## config.mk

```make
export PLATFORM = sky130hd
export DESIGN_NAME = lpht_ctrl
export DESIGN_NICKNAME = d
export VERILOG_FILES = /design/src/rtl/lpht_pkg.sv /design/src/rtl/lpht_ctrl.sv
export SDC_FILE = /design/constraint.sdc
export NUM_CORES = 1
export LEC_CHECK = 0
export BUFFER_PORTS_ARGS = -buffer_cell sky130_fd_sc_hd__buf_4
export CORE_AREA = 2 2 39 41
export CTS_CLUSTER_DIAMETER = 200
export DETAILED_ROUTE_END_ITERATION = 10
export DIE_AREA = 0 0 41 43
export PLACE_DENSITY_LB_ADDON = 0.08
export SLEW_MARGIN = 10
export SYNTH_ARGS = -nofsm -noshare
export SYNTH_HDL_FRONTEND = slang
export SYNTH_SLANG_ARGS = --single-unit
```

## constraint.sdc

```tcl
create_clock -name clk -period 1.42 [get_ports clk]
set_input_delay 0.142 -clock clk [delete_from_list [all_inputs] [get_ports clk]]
set_output_delay 0.142 -clock clk [all_outputs]
set_load 0.005 [all_outputs]
```

## src/rtl/lpht_pkg.sv

```systemverilog
// ----------------------------------------------------------------------------
// Linear probe hash table package
// Shared word types, operation and status codes, controller states and the
// command and status groups that pass between the controller and datapath.
// ----------------------------------------------------------------------------
package lpht_pkg;

  // Operation codes carried in the func field.
  localparam logic FUNC_PUT = 1'b0;
  localparam logic FUNC_GET = 1'b1;

  // The home slot is found by a reciprocal multiplication: the quotient
  // estimate first, then the remainder and its correction.
  localparam int HASH_W     = 32;
  localparam int HASH_STEPS = 2;
  localparam int STEP_W     = $clog2(HASH_STEPS);

  // Result status codes.
  typedef enum logic [1:0] {
    ST_OK       = 2'd0,
    ST_ZERO_KEY = 2'd1,
    ST_FULL     = 2'd2
  } lpht_status_t;

  // Input word.
  typedef struct packed {
    logic        func;
    logic [31:0] key;
    logic [31:0] key_hash;
    logic [31:0] value;
  } lpht_in_t;

  // Result word.
  typedef struct packed {
    logic        found;
    logic [31:0] read_value;
    logic [1:0]  status;
  } lpht_out_t;

  // Controller states.
  typedef enum logic [2:0] {
    S_CLEAR,
    S_IDLE,
    S_HASH,
    S_ISSUE,
    S_CHECK
  } lpht_state_t;

  // Commands from the controller to the datapath.
  typedef struct packed {
    logic         clr_step;
    logic         load;
    logic         mod_step;
    logic         probe_start;
    logic         probe_next;
    logic         write_slot;
    logic         finish;
    lpht_status_t fin_status;
  } lpht_cmd_t;

  // Status from the datapath to the controller.
  typedef struct packed {
    logic key_zero;
    logic mod_last;
    logic clr_last;
    logic slot_hit;
    logic last_probe;
    logic is_put;
  } lpht_stat_t;

endpackage

```

## src/rtl/lpht_ctrl.sv

```systemverilog
// ----------------------------------------------------------------------------
// Linear probe hash table controller
// Sequences the clearing pass, the hash reduction, the probe walk and the
// slot write, and tells the datapath when to present a result.
// ----------------------------------------------------------------------------
module lpht_ctrl (
  input  logic               clk,
  input  logic               rst_n,
  input  logic               start,
  input  lpht_pkg::lpht_stat_t stat,
  output lpht_pkg::lpht_cmd_t  cmd,
  output logic               busy
);
  import lpht_pkg::*;

  lpht_state_t state_r, state_nxt;

  // State register; reset starts the clearing pass of the key store.
  always_ff @(posedge clk) begin
    if (!rst_n) begin
      state_r <= S_CLEAR;
    end else begin
      state_r <= state_nxt;
    end
  end

  // Next state and commands.
  always_comb begin
    state_nxt      = state_r;
    cmd            = '0;
    cmd.fin_status = ST_OK;
    case (state_r)
      S_CLEAR: begin
        cmd.clr_step = 1'b1;
        if (stat.clr_last) begin
          state_nxt = S_IDLE;
        end
      end
      S_IDLE: begin
        if (start) begin
          if (stat.key_zero) begin
            // A zero key is answered at once and touches nothing.
            cmd.finish     = 1'b1;
            cmd.fin_status = ST_ZERO_KEY;
          end else begin
            cmd.load  = 1'b1;
            state_nxt = S_HASH;
          end
        end
      end
      S_HASH: begin
        cmd.mod_step = 1'b1;
        if (stat.mod_last) begin
          state_nxt = S_ISSUE;
        end
      end
      S_ISSUE: begin
        cmd.probe_start = 1'b1;
        state_nxt       = S_CHECK;
      end
      S_CHECK: begin
        if (stat.slot_hit) begin
          // Empty slot or matching key ends the walk.
          cmd.write_slot = stat.is_put;
          cmd.finish     = 1'b1;
          cmd.fin_status = ST_OK;
          state_nxt      = S_IDLE;
        end else if (stat.last_probe) begin
          // Every slot holds some other key.
          cmd.finish     = 1'b1;
          cmd.fin_status = ST_FULL;
          state_nxt      = S_IDLE;
        end else begin
          cmd.probe_next = 1'b1;
        end
      end
      default: begin
        state_nxt = S_IDLE;
      end
    endcase
  end

  assign busy = (state_r != S_IDLE);

endmodule

```

==> results.sh <==
export IMPL_status="complete, no violations"
export IMPL_final_hold_violation_count=0
export IMPL_yosys_cell_types_count=20
export IMPL_ctsRootBufferMaster="clkbuf_4"
export IMPL_diodes=0
export IMPL_vias=310
export IMPL_synth_area_top_cells="dfxtp_1, nor3b_2, nand2b_1"
export IMPL_finalWeightedCongestion=0.698
export IMPL_power_frac_comb_pct=23.8
export IMPL_cts_tree="yes"
export IMPL_min_path_cells=2
export IMPL_grt_pass1_vias=270
export IMPL_drive_gt1_share_pct=50.0
export IMPL_maxCapViolCount=0
export IMPL_worstMarginPinSlew_ns=0.383
export IMPL_top_register="state_r"
export IMPL_arrival_ns=1.18
export IMPL_net_switching_power_mw=0.0817
export IMPL_critical_path_slowest_cell="dfxtp_1"
export IMPL_ff2ff_setup_slack_ns=0.31
export IMPL_drc=0
export IMPL_ys_seq_area_share_pct=23.9
export IMPL_whs_endpoint="state_r[2]"
export IMPL_synthSimpleGateAreaFrac_pct=58.7
export IMPL_reg2reg_depth=3
export IMPL_h_tree_depth=1
export IMPL_seq_power_share_pct=30.4
export IMPL_dp_final_hpwl_um=588
export IMPL_required_ns=1.28
export IMPL_ys_top_cells_by_count="dfxtp_1, nand2b_1"
export IMPL_chipHeight_um=43
export IMPL_largest_register_ffs=3
export IMPL_synth_top_family_by_area="simple AND/OR/NAND/NOR gates"
export IMPL_drt_iter0_drc=3
export IMPL_synth_edf_count=0
export IMPL_ys_ff_latch=3
export IMPL_path_class="flip-flop to output pin"
export IMPL_track_usage_pct=9.42
export IMPL_synth_mux_area_share_pct=0
export IMPL_syn_area_per_cell_um2=8.11
export IMPL_max_stage_delay_ns=0.54
export IMPL_wl_um=724
export IMPL_min_from="rst_n"
export IMPL_cts_clk_slew_worst_paths_ns=0.03
export IMPL_grt_max_degree=11
export IMPL_synth_top_area_cell="dfxtp_1"
export IMPL_p_per_area_nw_per_um2=743
export IMPL_core_um2=1380
export IMPL_synth_xor_area_share_pct=0
export IMPL_start_util_pct=18.2
export IMPL_yosysTopAreaCellShare_pct=23.9
export IMPL_pwr_share_clk_pct=45.8
export IMPL_synth_compound_area_share_pct=13.9
export IMPL_tns_ns=0
export IMPL_r2r_start="state_r[2]"
export IMPL_reg_largest_list="state_r x3"
export IMPL_grt_pass1_wl_mm=1.14
export IMPL_fin_ws_ns=0.0932
export IMPL_hold_path_class="input pin to flip-flop"
export IMPL_synthAdderAreaFrac_pct=0
export IMPL_ys_flop_type="dfxtp_1"
export IMPL_core_rowCount=14
export IMPL_final_antenna_net_count=0
export IMPL_vdd_drop_max_uv=249
export IMPL_netlist_instances=31
export IMPL_async_flop_share_pct=0
export IMPL_r2r_end="state_r[0]"
export IMPL_worst_path_max_fanout=10
export IMPL_clock_skew_ns=0.00515
export IMPL_die_area_um2=1760
export IMPL_nFillCells=164
export IMPL_slew_violations=0
export IMPL_p_int_mw=0.243
export IMPL_start_kind="flip-flop"
export IMPL_ctsHoldBuffers=0
export IMPL_die_w_um=41
export IMPL_antenna_found_initial=0
export IMPL_routed_via_density=4.56
export IMPL_fin_crit_sh_pct=93.4
export IMPL_place_ws_ns=0.266
export IMPL_syn_to_final_growth_pct=73.6
export IMPL_cts_buffers=3
export IMPL_drtPass1Iterations=4
export IMPL_clk_path_buf_depth=2
export IMPL_routedWlPerCell_um=10.6
export IMPL_fin_crit_ns=1.33
export IMPL_slew_headroom_pct=74.4
export IMPL_p_leak_nw=0.201
export IMPL_syn_area_um2=251
export IMPL_grt_overflow=0
export IMPL_yosys_warnings=0
export IMPL_cp_num_buf_inv=1
export IMPL_final_nets=62
export IMPL_fmax_ghz=0.754
export IMPL_ios=19
export IMPL_crit_family="flip-flops"
export IMPL_cts_sinks=3
export IMPL_crit_chain="o211ai_1 > a21oi_1 > buf_4"
export IMPL_p_sw_share_pct=25.2
export IMPL_syn_nets=40
export IMPL_io_buffers=18
export IMPL_finalSetupViolCount=0
export IMPL_rsz0062_at_grt="no"
export IMPL_clk_latency_ns=0.23
export IMPL_end_kind="output pin"
==> worst max path at each step <==
stage	start	to	slack [ns]	depth (start not counted)
finish	state_r[2]	cmd[2]	0.09	3
floorplan	state_r[2]	state_r[0]	0.44	4
global route	state_r[2]	cmd[2]	0.002	3
global placement	state_r[0]	cmd[2]	0.27	4
CTS	state_r[0]	cmd[2]	0.01	4
detailed placement	state_r[0]	cmd[2]	0.27	4
==> worst register-to-register path: stages, from the launching register on <==
cell	delay [ns]
dfxtp_1	0.54
nand2b_1	0.16
nand3_1	0.09
and4_1	0.21
==> cell usage in the layout, fill, tap and decap left out <==
cell      instances
a21oi_1           2
and2_1            1
and4_1            2
and4b_1           1
and4bb_1          1
buf_4            18
clkbuf_1          1
clkbuf_4          3
dfxtp_1           2
dfxtp_2           1
inv_1             1
nand2_1           1
nand2b_1          3
nand3_1           2
nor2_1            1
nor2_2            1
nor2b_1           2
nor2b_4           1
nor3_1            1
nor3b_2           2
nor4bb_1          1
o211ai_1          1
o21a_1            1
o21ai_0           2
==> repair_timing <==
action                                  CTS  global route
endpoints found under the setup margin    0             5
resized for setup                         0             3
setup buffers                             0             0
==> per-layer routing <==
layer  part of all wire [%]  global-route usage, %
met5                      0                      0
met4                      0                   2.00
met3                    9.0                   5.24
met2                     46                   13.4
met1                     45                   12.1
==> kinds of logic (layout without fill, tap and decap cells) <==
kind of cell,count (synthesis),in the layout
simple gates,20,20
flops,3,3
buf+inv,2,23
compound gates,6,6
==> power groups by stage <==
stage               combinational [mW]  sequential (mW)  clock (mW)
floorplan                       0.0328           0.0955           0
global placement                0.0751           0.0983           0
detailed placement              0.0756           0.0986           0
CTS                             0.0762           0.0970       0.158
global route                    0.0862           0.0993       0.165
finish                          0.0771           0.0986       0.149
==> metrics by stage <==
stage          cells  hold slack, ns  util, %  instance area [µm²]  power, mW
2_1_floorplan     31           0.260        -                  251      0.128
3_3_place_gp      64           0.381     29.0                  402      0.173
3_5_place_dp      64           0.381     29.0                  402      0.174
4_1_cts           68           0.143     30.9                  428      0.331
5_1_grt           68           0.145     31.6                  437      0.351
6_report          68           0.144     31.6                  437      0.324
==> final cells by class <==
type,count,area (µm²),area share (%)
Inverter,1,3.75,0.860
Sequential cell,3,61.3,14.0
Multi-Input combinational cell,26,190,43.6
Clock buffer,4,26.3,6.02
Timing Repair Buffer,18,135,30.9
Tap cell,16,20.0,4.58
Note: power is estimated with default switching activity, not from simulation.
